--- config.mk ---
export PLATFORM = sky130hd
export DESIGN_NAME = display_init_list_interpreter_flat
export DESIGN_NICKNAME = d
export VERILOG_FILES = /design/src/rtl/core/dili_pkg.sv /design/src/rtl/core/dili_stream_if.sv /design/src/rtl/core/dili_seq.sv /design/src/rtl/core/display_init_list_interpreter.sv /design/src/flat_wrapper.sv
export SDC_FILE = /design/constraint.sdc
export NUM_CORES = 1
export LEC_CHECK = 0
export ABC_AREA = 0
export BUFFER_PORTS_ARGS = -buffer_cell sky130_fd_sc_hd__buf_4
export CAP_MARGIN = 20
export CORE_MARGIN = 1.5
export CORE_UTILIZATION = 53
export DETAILED_ROUTE_END_ITERATION = 10
export HOLD_SLACK_MARGIN = 0.02
export PLACE_DENSITY = 0.86
export SLEW_MARGIN = 15
export SYNTH_ARGS = -nofsm -noshare
export SYNTH_HDL_FRONTEND = slang
export SYNTH_SLANG_ARGS = --single-unit
--- constraint.sdc ---
create_clock -name clock -period 2.4 [get_ports clock]
set_input_delay 0.48 -clock clock [delete_from_list [all_inputs] [get_ports clock]]
set_output_delay 0.48 -clock clock [all_outputs]
set_load 0.005 [all_outputs]
--- src/rtl/core/dili_pkg.sv ---
// shared types and constants for the display init list interpreter
// no dependencies; used by the channel interfaces and all core modules
`default_nettype none

package dili_pkg;

   typedef enum logic [1:0] {
      ACT_NONE     = 2'd0,
      ACT_SEND_CMD = 2'd1,
      ACT_SEND_DAT = 2'd2,
      ACT_WAIT     = 2'd3
   } action_type;

   localparam logic [7:0] DELAY_FLAG_BIT  = 8'h80;
   localparam logic [7:0] LONG_DELAY_CODE = 8'd255;
   localparam logic [8:0] LONG_DELAY_MS   = 9'd500;

   typedef struct packed {
      action_type action;
      logic [7:0] send_byte;
      logic [8:0] wait_ms;
      logic       list_done;
   } rsp_type;

endpackage

`default_nettype wire

--- src/rtl/core/dili_stream_if.sv ---
// valid/ready channel interfaces for list byte requests and action responses
// depends on dili_pkg for the response field types
`default_nettype none

interface dili_req_if;
   logic       valid;
   logic       ready;
   logic [7:0] list_byte;

   modport source (output valid, output list_byte, input ready);
   modport sink (input valid, input list_byte, output ready);
endinterface

interface dili_rsp_if;
   logic                valid;
   logic                ready;
   dili_pkg::action_type action;
   logic [7:0]          send_byte;
   logic [8:0]          wait_ms;
   logic                list_done;

   modport source (output valid, output action, output send_byte, output wait_ms,
                   output list_done, input ready);
   modport sink (input valid, input action, input send_byte, input wait_ms,
                 input list_done, output ready);
endinterface

`default_nettype wire

--- src/rtl/core/dili_seq.sv ---
// list parser state machine: tracks phase and counters, decodes one byte per request
// depends on dili_pkg for the action codes and the response struct
`default_nettype none

module dili_seq (
   input  wire logic              clock,
   input  wire logic              reset,
   input  wire logic              step_en,
   input  wire logic [7:0]        list_byte,
   output dili_pkg::rsp_type      result
);

   typedef enum logic [2:0] {
      PH_COUNT = 3'd0,
      PH_CMD   = 3'd1,
      PH_ARGC  = 3'd2,
      PH_ARGS  = 3'd3,
      PH_DELAY = 3'd4
   } phase_type;

   phase_type  phase_ff, phase_in;
   logic [7:0] commands_ff, commands_in;
   logic [6:0] args_ff, args_in;
   logic       delay_ff, delay_in;

   logic [7:0] cmd_dec;
   logic [6:0] args_dec;
   logic       cmd_last;

   assign cmd_dec  = commands_ff - 8'd1;
   assign args_dec = args_ff - 7'd1;
   assign cmd_last = (cmd_dec == 8'd0);

   always_comb begin
      phase_in    = phase_ff;
      commands_in = commands_ff;
      args_in     = args_ff;
      delay_in    = delay_ff;
      result      = '{action: dili_pkg::ACT_NONE, send_byte: 8'd0, wait_ms: 9'd0,
                      list_done: 1'b0};
      unique case (phase_ff)
         PH_CMD: begin
            result.action    = dili_pkg::ACT_SEND_CMD;
            result.send_byte = list_byte;
            phase_in         = PH_ARGC;
         end
         PH_ARGC: begin
            args_in  = list_byte[6:0];
            delay_in = |(list_byte & dili_pkg::DELAY_FLAG_BIT);
            if (list_byte[6:0] != 7'd0) begin
               phase_in = PH_ARGS;
            end else if (|(list_byte & dili_pkg::DELAY_FLAG_BIT)) begin
               phase_in = PH_DELAY;
            end else begin
               commands_in      = cmd_dec;
               args_in          = 7'd0;
               delay_in         = 1'b0;
               result.list_done = cmd_last;
               phase_in         = cmd_last ? PH_COUNT : PH_CMD;
            end
         end
         PH_ARGS: begin
            result.action    = dili_pkg::ACT_SEND_DAT;
            result.send_byte = list_byte;
            args_in          = args_dec;
            if (args_dec == 7'd0) begin
               if (delay_ff) begin
                  phase_in = PH_DELAY;
               end else begin
                  commands_in      = cmd_dec;
                  delay_in         = 1'b0;
                  result.list_done = cmd_last;
                  phase_in         = cmd_last ? PH_COUNT : PH_CMD;
               end
            end
         end
         PH_DELAY: begin
            result.action    = dili_pkg::ACT_WAIT;
            result.wait_ms   = (list_byte == dili_pkg::LONG_DELAY_CODE) ?
                               dili_pkg::LONG_DELAY_MS : {1'b0, list_byte};
            commands_in      = cmd_dec;
            args_in          = 7'd0;
            delay_in         = 1'b0;
            result.list_done = cmd_last;
            phase_in         = cmd_last ? PH_COUNT : PH_CMD;
         end
         default: begin
            // command count byte, also taken for any stray phase code
            commands_in      = list_byte;
            args_in          = 7'd0;
            delay_in         = 1'b0;
            result.list_done = (list_byte == 8'd0);
            phase_in         = (list_byte == 8'd0) ? PH_COUNT : PH_CMD;
         end
      endcase
   end

   always_ff @(posedge clock) begin
      if (reset) begin
         phase_ff    <= PH_COUNT;
         commands_ff <= 8'd0;
         args_ff     <= 7'd0;
         delay_ff    <= 1'b0;
      end else if (step_en) begin
         phase_ff    <= phase_in;
         commands_ff <= commands_in;
         args_ff     <= args_in;
         delay_ff    <= delay_in;
      end
   end

endmodule

`default_nettype wire

--- src/rtl/core/display_init_list_interpreter.sv ---
// display init list interpreter top level: parser plus output register with skid stage
// an accepted byte's response is registered in the output register or skid stage
// throughput: one list byte per cycle while the skid stage is empty
// the skid stage lets one more request in while a response is stalled
// reset is synchronous, active high; parser returns to expecting a command count
`default_nettype none

module display_init_list_interpreter (
   input  wire logic clock,
   input  wire logic reset,
   dili_req_if.sink   req_ch,
   dili_rsp_if.source rsp_ch
);

   dili_pkg::rsp_type step_res;
   dili_pkg::rsp_type out_ff, out_in;
   dili_pkg::rsp_type skid_ff, skid_in;
   logic              out_valid_ff, out_valid_in;
   logic              skid_valid_ff, skid_valid_in;
   logic              req_acc;
   logic              out_take;

   assign req_ch.ready = ~skid_valid_ff & ~reset;
   assign req_acc      = req_ch.valid & ~skid_valid_ff & ~reset;
   assign out_take     = out_valid_ff & rsp_ch.ready;

   dili_seq u_seq (
      .clock     (clock),
      .reset     (reset),
      .step_en   (req_acc),
      .list_byte (req_ch.list_byte),
      .result    (step_res)
   );

   always_comb begin
      out_in        = out_ff;
      skid_in       = skid_ff;
      out_valid_in  = out_valid_ff;
      skid_valid_in = skid_valid_ff;
      if (skid_valid_ff) begin
         if (out_take) begin
            out_in        = skid_ff;
            skid_valid_in = 1'b0;
         end
      end else if (req_acc) begin
         if (!out_valid_ff || out_take) begin
            out_in       = step_res;
            out_valid_in = 1'b1;
         end else begin
            skid_in       = step_res;
            skid_valid_in = 1'b1;
         end
      end else if (out_take) begin
         out_valid_in = 1'b0;
      end
   end

   always_ff @(posedge clock) begin
      if (reset) begin
         out_valid_ff  <= 1'b0;
         skid_valid_ff <= 1'b0;
      end else begin
         out_valid_ff  <= out_valid_in;
         skid_valid_ff <= skid_valid_in;
      end
      out_ff  <= out_in;
      skid_ff <= skid_in;
   end

   assign rsp_ch.valid     = out_valid_ff;
   assign rsp_ch.action    = out_ff.action;
   assign rsp_ch.send_byte = out_ff.send_byte;
   assign rsp_ch.wait_ms   = out_ff.wait_ms;
   assign rsp_ch.list_done = out_ff.list_done;

`ifndef SYNTHESIS
   a_skid_needs_out: assert property (@(posedge clock) disable iff (reset)
      skid_valid_ff |-> out_valid_ff)
      else $error("skid stage holds a response while output register is empty");

   a_accept_fills: assert property (@(posedge clock) disable iff (reset)
      req_acc |=> out_valid_ff)
      else $error("accepted request left no response");

   a_cmd_never_done: assert property (@(posedge clock) disable iff (reset)
      !(rsp_ch.valid && rsp_ch.list_done && rsp_ch.action == dili_pkg::ACT_SEND_CMD))
      else $error("command byte marked as list end");

   a_wait_only_on_delay: assert property (@(posedge clock) disable iff (reset)
      (rsp_ch.valid && rsp_ch.action != dili_pkg::ACT_WAIT) |-> (rsp_ch.wait_ms == 9'd0))
      else $error("nonzero wait on a non-delay response");
`endif

endmodule

`default_nettype wire
--- src/flat_wrapper.sv ---
// flat-port wrapper written by rule: the top's interface ports become plain ports
module display_init_list_interpreter_flat 
  (clock, reset, req_ch_valid, req_ch_list_byte, req_ch_ready, rsp_ch_valid, rsp_ch_action, rsp_ch_send_byte, rsp_ch_wait_ms, rsp_ch_list_done, rsp_ch_ready);
  dili_req_if req_ch_i ();
  dili_rsp_if rsp_ch_i ();
  input  wire logic clock;
  input  wire logic reset;
  input wire logic [$bits(req_ch_i.valid)-1:0] req_ch_valid;
  input wire logic [$bits(req_ch_i.list_byte)-1:0] req_ch_list_byte;
  output wire logic [$bits(req_ch_i.ready)-1:0] req_ch_ready;
  output wire logic [$bits(rsp_ch_i.valid)-1:0] rsp_ch_valid;
  output wire logic [$bits(rsp_ch_i.action)-1:0] rsp_ch_action;
  output wire logic [$bits(rsp_ch_i.send_byte)-1:0] rsp_ch_send_byte;
  output wire logic [$bits(rsp_ch_i.wait_ms)-1:0] rsp_ch_wait_ms;
  output wire logic [$bits(rsp_ch_i.list_done)-1:0] rsp_ch_list_done;
  input wire logic [$bits(rsp_ch_i.ready)-1:0] rsp_ch_ready;
  assign req_ch_i.valid = req_ch_valid;
  assign req_ch_i.list_byte = req_ch_list_byte;
  assign req_ch_ready = req_ch_i.ready;
  assign rsp_ch_valid = rsp_ch_i.valid;
  assign rsp_ch_action = rsp_ch_i.action;
  assign rsp_ch_send_byte = rsp_ch_i.send_byte;
  assign rsp_ch_wait_ms = rsp_ch_i.wait_ms;
  assign rsp_ch_list_done = rsp_ch_i.list_done;
  assign rsp_ch_i.ready = rsp_ch_ready;
  display_init_list_interpreter u_core (.clock(clock), .reset(reset), .req_ch(req_ch_i), .rsp_ch(rsp_ch_i));
endmodule
# Word-level counts from Yosys, hierarchy flattened
# Index checks and enable logic that the tools add are counted.
[classes]
bitwise_logic = 8
mux = 40
eq_ne = 11
addsub = 2
n_reduce_logical = 17
[ops]
columns = ["op", "n"]
rows = [
  ["$mux 20", 4],
  ["$mux 8", 5],
  ["$pmux 8 s4", 1],
  ["$pmux 7 s3", 1],
  ["$mux 9", 2],
  ["$mux 1", 17],
  ["$logic_not 8->1", 2],
  ["$mux 7", 2],
  ["$mux 3", 4],
  ["$ne 2x2->1 const B", 6],
  ["$pmux 3 s4", 1],
  ["$reduce_and 3->1", 4],
  ["$eq 8x8->1 const B", 1],
  ["$sub 8x1->8 const B", 1],
  ["$logic_not 7->1", 1],
  ["$reduce_bool 7->1", 1],
  ["$sub 7x1->7 const B", 1],
  ["$eq 3x2->1 const B", 2],
  ["$pmux 2 s3", 1],
  ["$reduce_and 6->1", 1],
  ["$reduce_bool 2->1", 3],
  ["$and 1x1->1", 4],
  ["$not 1->1", 4],
  ["$pmux 1 s4", 1],
  ["7 further kinds", 8],
]
[word_totals]
output_inout_bits = 22
reg_bits = 61
wordCells = 92
in_bits = 12

# Logic depth before layout (Yosys ltp)
[depth]
ltp_word = 8
depth_mapped = 9

# By module
# A second synthesis with hierarchy kept.
[hier_totals]
hier_cells = 299
hier_area_um2 = 3136.8
[modules_own_cells]
columns = ["mod", "cells_each", "instances", "area_each_um2"]
rows = [
  ["dili_seq", 222, 1, 1579.0],
  ["display_init_list_interpreter", 77, 1, 1557.7],
]

# Least setup slack after synthesis
# OpenSTA, ideal clock, no wires.
[synth_path]
path_kind = "reg2reg"
startpoint = "reg u_core.skid_valid_ff"
endpoint = "reg u_core.out_ff, in the netlist u_core.rsp_ch.action[0] (enable)"
path_stages_with_launch = 5
t_required_ns = 1.996
arrival_ns = 1.902
synth_period_minus_slack_ns = 2.305
setup_ns = 0.404
path_buffers = 2
path_slack_ns = 0.095
path_cell_list = "dfxtp_1 buf_2 buf_1 a21oi_1 a21oi_1"
[synth_between]
elab_chain_len = 5
elab_cells_between_ends = 7
cone_classes = "eq/ne: 1; bitwise: 3; reduce/logical: 3"
[synth_lines]
columns = ["element", "line", "rtl"]
rows = [
  ["start: declaration", "display_init_list_interpreter.sv:19", "logic skid_valid_ff, skid_valid_in;"],
  ["start signal: assignment", "display_init_list_interpreter.sv:64", "skid_valid_ff <= skid_valid_in;"],
  ["$not 1->1", "display_init_list_interpreter.sv:24", "assign req_acc = req_ch.valid & ~skid_valid_ff & ~reset;"],
  ["$and 1x1->1 (2 in series)", "display_init_list_interpreter.sv:24", ""],
  ["$reduce_bool 2->1 (no line)", "n/a", ""],
  ["$reduce_and 3->1 (no line) (*)", "n/a", ""],
  ["end signal: assignment", "display_init_list_interpreter.sv:66", "out_ff <= out_in;"],
  ["end: declaration", "display_init_list_interpreter.sv:16", "dili_pkg::rsp_type out_ff, out_in;"],
]
# Mark *: on every way between the ends. The rest lies on a longest branch, timed or not.
# A chain may end at the register's enable or synchronous reset.

# Final worst setup path
[layout_path]
startpoint = "reg u_core.u_seq.args_ff[0]"
endpoint = "reg u_core.u_seq.commands_ff[1]"
[layout_between]
elab_chain_len = 4
[layout_lines]
columns = ["element", "line", "rtl"]
rows = [
  ["start: declaration", "dili_seq.sv:23", "logic [6:0] args_ff, args_in;"],
  ["start signal: assignment", "dili_seq.sv:107", "args_ff <= args_in;"],
  ["$sub 7x1->7", "dili_seq.sv:31", "assign args_dec = args_ff - 7'd1;"],
  ["$logic_not 7->1", "dili_seq.sv:66", "if (args_dec == 7'd0) begin"],
  ["$ne 2x2->1 (no line)", "n/a", ""],
  ["$reduce_and 6->1 (no line)", "n/a", ""],
  ["end signal: assignment", "dili_seq.sv:106", "commands_ff <= commands_in;"],
  ["end: declaration", "dili_seq.sv:22", "logic [7:0] commands_ff, commands_in;"],
]
# No other way between the ends.

==> flow_metrics.env <==
export IMPL_status="finished, final reports clean"
export IMPL_rsz0062_at_grt="no"
export IMPL_finalHoldWorstSlack_ns=0.350
export IMPL_p_per_area_nw_per_um2=663
export IMPL_ios=34
export IMPL_core_rowCount=27
export IMPL_track_usage_pct=22.5
export IMPL_cp_slowest_cell="or4b_4"
export IMPL_synth_mux_area_share_pct=8.44
export IMPL_ir_worst_vdd_v=0.000300
export IMPL_met3_usage_pct=4.66
export IMPL_cts_root_buffer="clkbuf_8"
export IMPL_critPathCaptureType="flip-flop"
export IMPL_critPathTopFamily="simple AND/OR/NAND/NOR gates"
export IMPL_synthTopCellsByCount="40 x edfxtp_1, 29 x nor2_1, 24 x nand2_1"
export IMPL_firstDrtPassIters=4
export IMPL_async_reset_ff_share_pct=0
export IMPL_ys_ff_latch=61
export IMPL_die_width_um=80.2
export IMPL_clkTransAtPathRegs_ns=0.07
export IMPL_synthSimpleGateAreaFrac_pct=19.4
export IMPL_holdPathEnd="u_core.skid_valid_ff$_SDFF_PP0_"
export IMPL_first_global_vias=2199
export IMPL_critical_path_required_ns=2.63
export IMPL_synth_seq_area_share_pct=51.3
export IMPL_vias=2373
export IMPL_antenna_found_initial=0
export IMPL_max_stage_delay_ns=0.52
export IMPL_grtUsageMet2_pct=37.1
export IMPL_fillers=439
export IMPL_synth_cell_types=57
export IMPL_crit_cells=8
export IMPL_grt_max_degree=27
export IMPL_drc=0
export IMPL_busiest_layer="met2"
export IMPL_synth_xor_area_share_pct=1.66
export IMPL_ys_top_cells_by_area="edfxtp_1 38%, dfxtp_1 13%, mux2_2 7.5%"
export IMPL_clock_sinks=61
export IMPL_synth_compound_area_share_pct=14.2
export IMPL_finalCriticalPeriod_ns=2.29
export IMPL_hpwl_mm=4.63
export IMPL_worst_slew_pin_slew_ns=0.451
export IMPL_drt_iter0_markers=205
export IMPL_antenna_left=0
export IMPL_leakagePower_nw=1.48
export IMPL_crit_chain="inv_1, ha_1, or4b_4, nor4b_2, or3_4, a21o_4, nand2_4, mux2_4"
export IMPL_hold_violations=0
export IMPL_r2r_start="u_core.u_seq.args_ff[0]$_SDFFE_PP0P_"
export IMPL_totalWireLength_mm=6.66
export IMPL_synth_top_family_by_area="simple AND/OR/NAND/NOR gates"
export IMPL_area_delta_synth_final_pct=17.9
export IMPL_synthFlopType="edfxtp_1"
export IMPL_synth_cells=294
export IMPL_die_area_sq_um=6430
export IMPL_synthesis_nets=310
export IMPL_setup_tns_ns=0
export IMPL_min_from="rsp_ch_ready"
export IMPL_synth_edf_count=40
export IMPL_path_buf_inv=1
export IMPL_viasPerCell=5.75
export IMPL_avgSynthCellArea_sq_um=10.7
export IMPL_syn_area_sq_um=3160
export IMPL_ctsHoldBuffers=0
export IMPL_hold_path_class="in2reg"
export IMPL_numCtsBuffers=9
export IMPL_io_buffers=33
export IMPL_cts_htree_levels=3
export IMPL_critPathLaunchType="flip-flop"
export IMPL_wl_per_cell_um=16.1
export IMPL_fp_coreArea_sq_um=5640
export IMPL_setup_violations_final=0
export IMPL_clockBufferDepth=2
export IMPL_start_util_pct=56.0
export IMPL_cts_resized=0
export IMPL_reg2regPathDepth=8
export IMPL_overflow=0
export IMPL_r2r_slack_ns=0.11
export IMPL_diodes=0
export IMPL_synthMostInstantiatedCell="edfxtp_1"
export IMPL_crit_arrival_ns=2.52
export IMPL_slew_violations=0
export IMPL_fin_worst_skew_ns=0.00822
export IMPL_cts_setup_buffers=0
export IMPL_drive_above_1_share_pct=29.3
export IMPL_final_net_count=352
export IMPL_worstPathMaxFanout=9
export IMPL_yosys_area_top_type="edfxtp_1"
export IMPL_grt_pass1_wl_mm=10.8
export IMPL_insertion_delay_ns=0.34
export IMPL_slew_headroom_pct=69.8
export IMPL_fmax_mhz=436
export IMPL_maxCapViolations=0
export IMPL_synth_fa_ha_area_share_pct=1.58
export IMPL_grt_util_met1_pct=28.8
export IMPL_r2r_end="u_core.u_seq.commands_ff[1]$_SDFFE_PP0P_"
export IMPL_min_path_cells=2
export IMPL_cts_tree="done"
export IMPL_place_congestion=0.889
export IMPL_finalCritPeriodShare_pct=95.5
export IMPL_die_h_um=80.2
export IMPL_synth_top_area_share_pct=38.0
export IMPL_yosysWarnings=0
export IMPL_path_class="reg2reg"
-- stage by stage --
step,util (%),instances,instance area [sq um],setup WS [ns],total power [mW]
2_1_floorplan,-,294,3160,0.0947,1.43
3_3_place_gp,62.4,397,3520,0.219,1.55
3_5_place_dp,62.4,397,3520,0.141,1.56
4_1_cts,66.0,413,3720,0.123,2.48
5_1_grt,66.0,413,3720,0.00754,2.57
6_report,66.0,413,3720,0.107,2.47
-- worst max path at each step --
stage | startpoint | endpoint | slack [ns]
after global routing | u_core.u_seq.args_ff[0]$_SDFFE_PP0P_ | u_core.u_seq.commands_ff[1]$_SDFFE_PP0P_ | 0.008
after floorplan | u_core.skid_valid_ff$_SDFF_PP0_ | u_core.rsp_ch.action[0]$_DFFE_PP_ | 0.09
after global placement | u_core.u_seq.args_ff[0]$_SDFFE_PP0P_ | u_core.u_seq.commands_ff[6]$_SDFFE_PP0P_ | 0.22
after CTS | u_core.u_seq.args_ff[0]$_SDFFE_PP0P_ | u_core.u_seq.commands_ff[1]$_SDFFE_PP0P_ | 0.12
after detailed placement | u_core.u_seq.args_ff[0]$_SDFFE_PP0P_ | u_core.u_seq.commands_ff[1]$_SDFFE_PP0P_ | 0.14
final | u_core.u_seq.args_ff[0]$_SDFFE_PP0P_ | u_core.u_seq.commands_ff[1]$_SDFFE_PP0P_ | 0.11
-- cell families after synthesis --
group	count (synthesis)
AOI/OAI and AO/OA	65
buffers and inverters	22
muxes	23
xor gates and xnor gates	6
adders and majority gates	4
DFF	61
and+or+nand+nor	113
-- layer usage --
metal	part of all wire, %	vias to the layer above
li1	-	1168
met1	43	1117
met2	49	80
met3	6.3	8
met4	1.4	0
met5	0	-
-- cells in the final DEF, fill, tap and decap left out, drive strengths merged, types with 4 or more instances in the layout --
| cell type | instances |
|---|---|
| o31ai | 5 |
| ha | 4 |
| nor3 | 7 |
| or4 | 4 |
| a211oi | 7 |
| and2 | 16 |
| edfxtp | 40 |
| a21oi | 21 |
| dfxtp | 21 |
| inv | 6 |
| xnor2 | 5 |
| nor2b | 5 |
| clkbuf | 12 |
| nand2b | 6 |
| nor2 | 29 |
| nand2 | 25 |
| o21ai | 12 |
| buf | 47 |
| mux2 | 23 |
-- cell type report --
cell class                      instances  area (sq um)  area share [%]
Timing Repair Buffer                   47           353            9.48
Sequential cell                        61          1620            43.6
Clock buffer                           12           155            4.17
Clock inverter                          4          47.5            1.28
Tap cell                               72          90.1            2.42
Inverter                                6          22.5           0.605
Multi-Input combinational cell        211          1430            38.5
-- flip-flops by register name, summed over array words and instances (netlist names) --
name                      count
u_core.skid_valid_ff          1
u_core.u_seq.commands_ff      8
u_core.skid_ff               20
u_core.rsp_ch.send_byte       8
u_core.u_seq.phase_ff         3
u_core.rsp_ch.list_done       1
u_core.u_seq.args_ff          7
u_core.u_seq.delay_ff         1
u_core.rsp_ch.action          2
u_core.rsp_ch.wait_ms         9
u_core.rsp_ch.valid           1
-- report_power, final --
group          total [mW]  leakage (nW)  internal (mW)  switching [mW]
registers            1.20         0.556           1.16          0.0361
clock network       0.929         0.102          0.533           0.396
logic               0.338         0.820          0.160           0.178
Power figures use the tool's default switching activity.
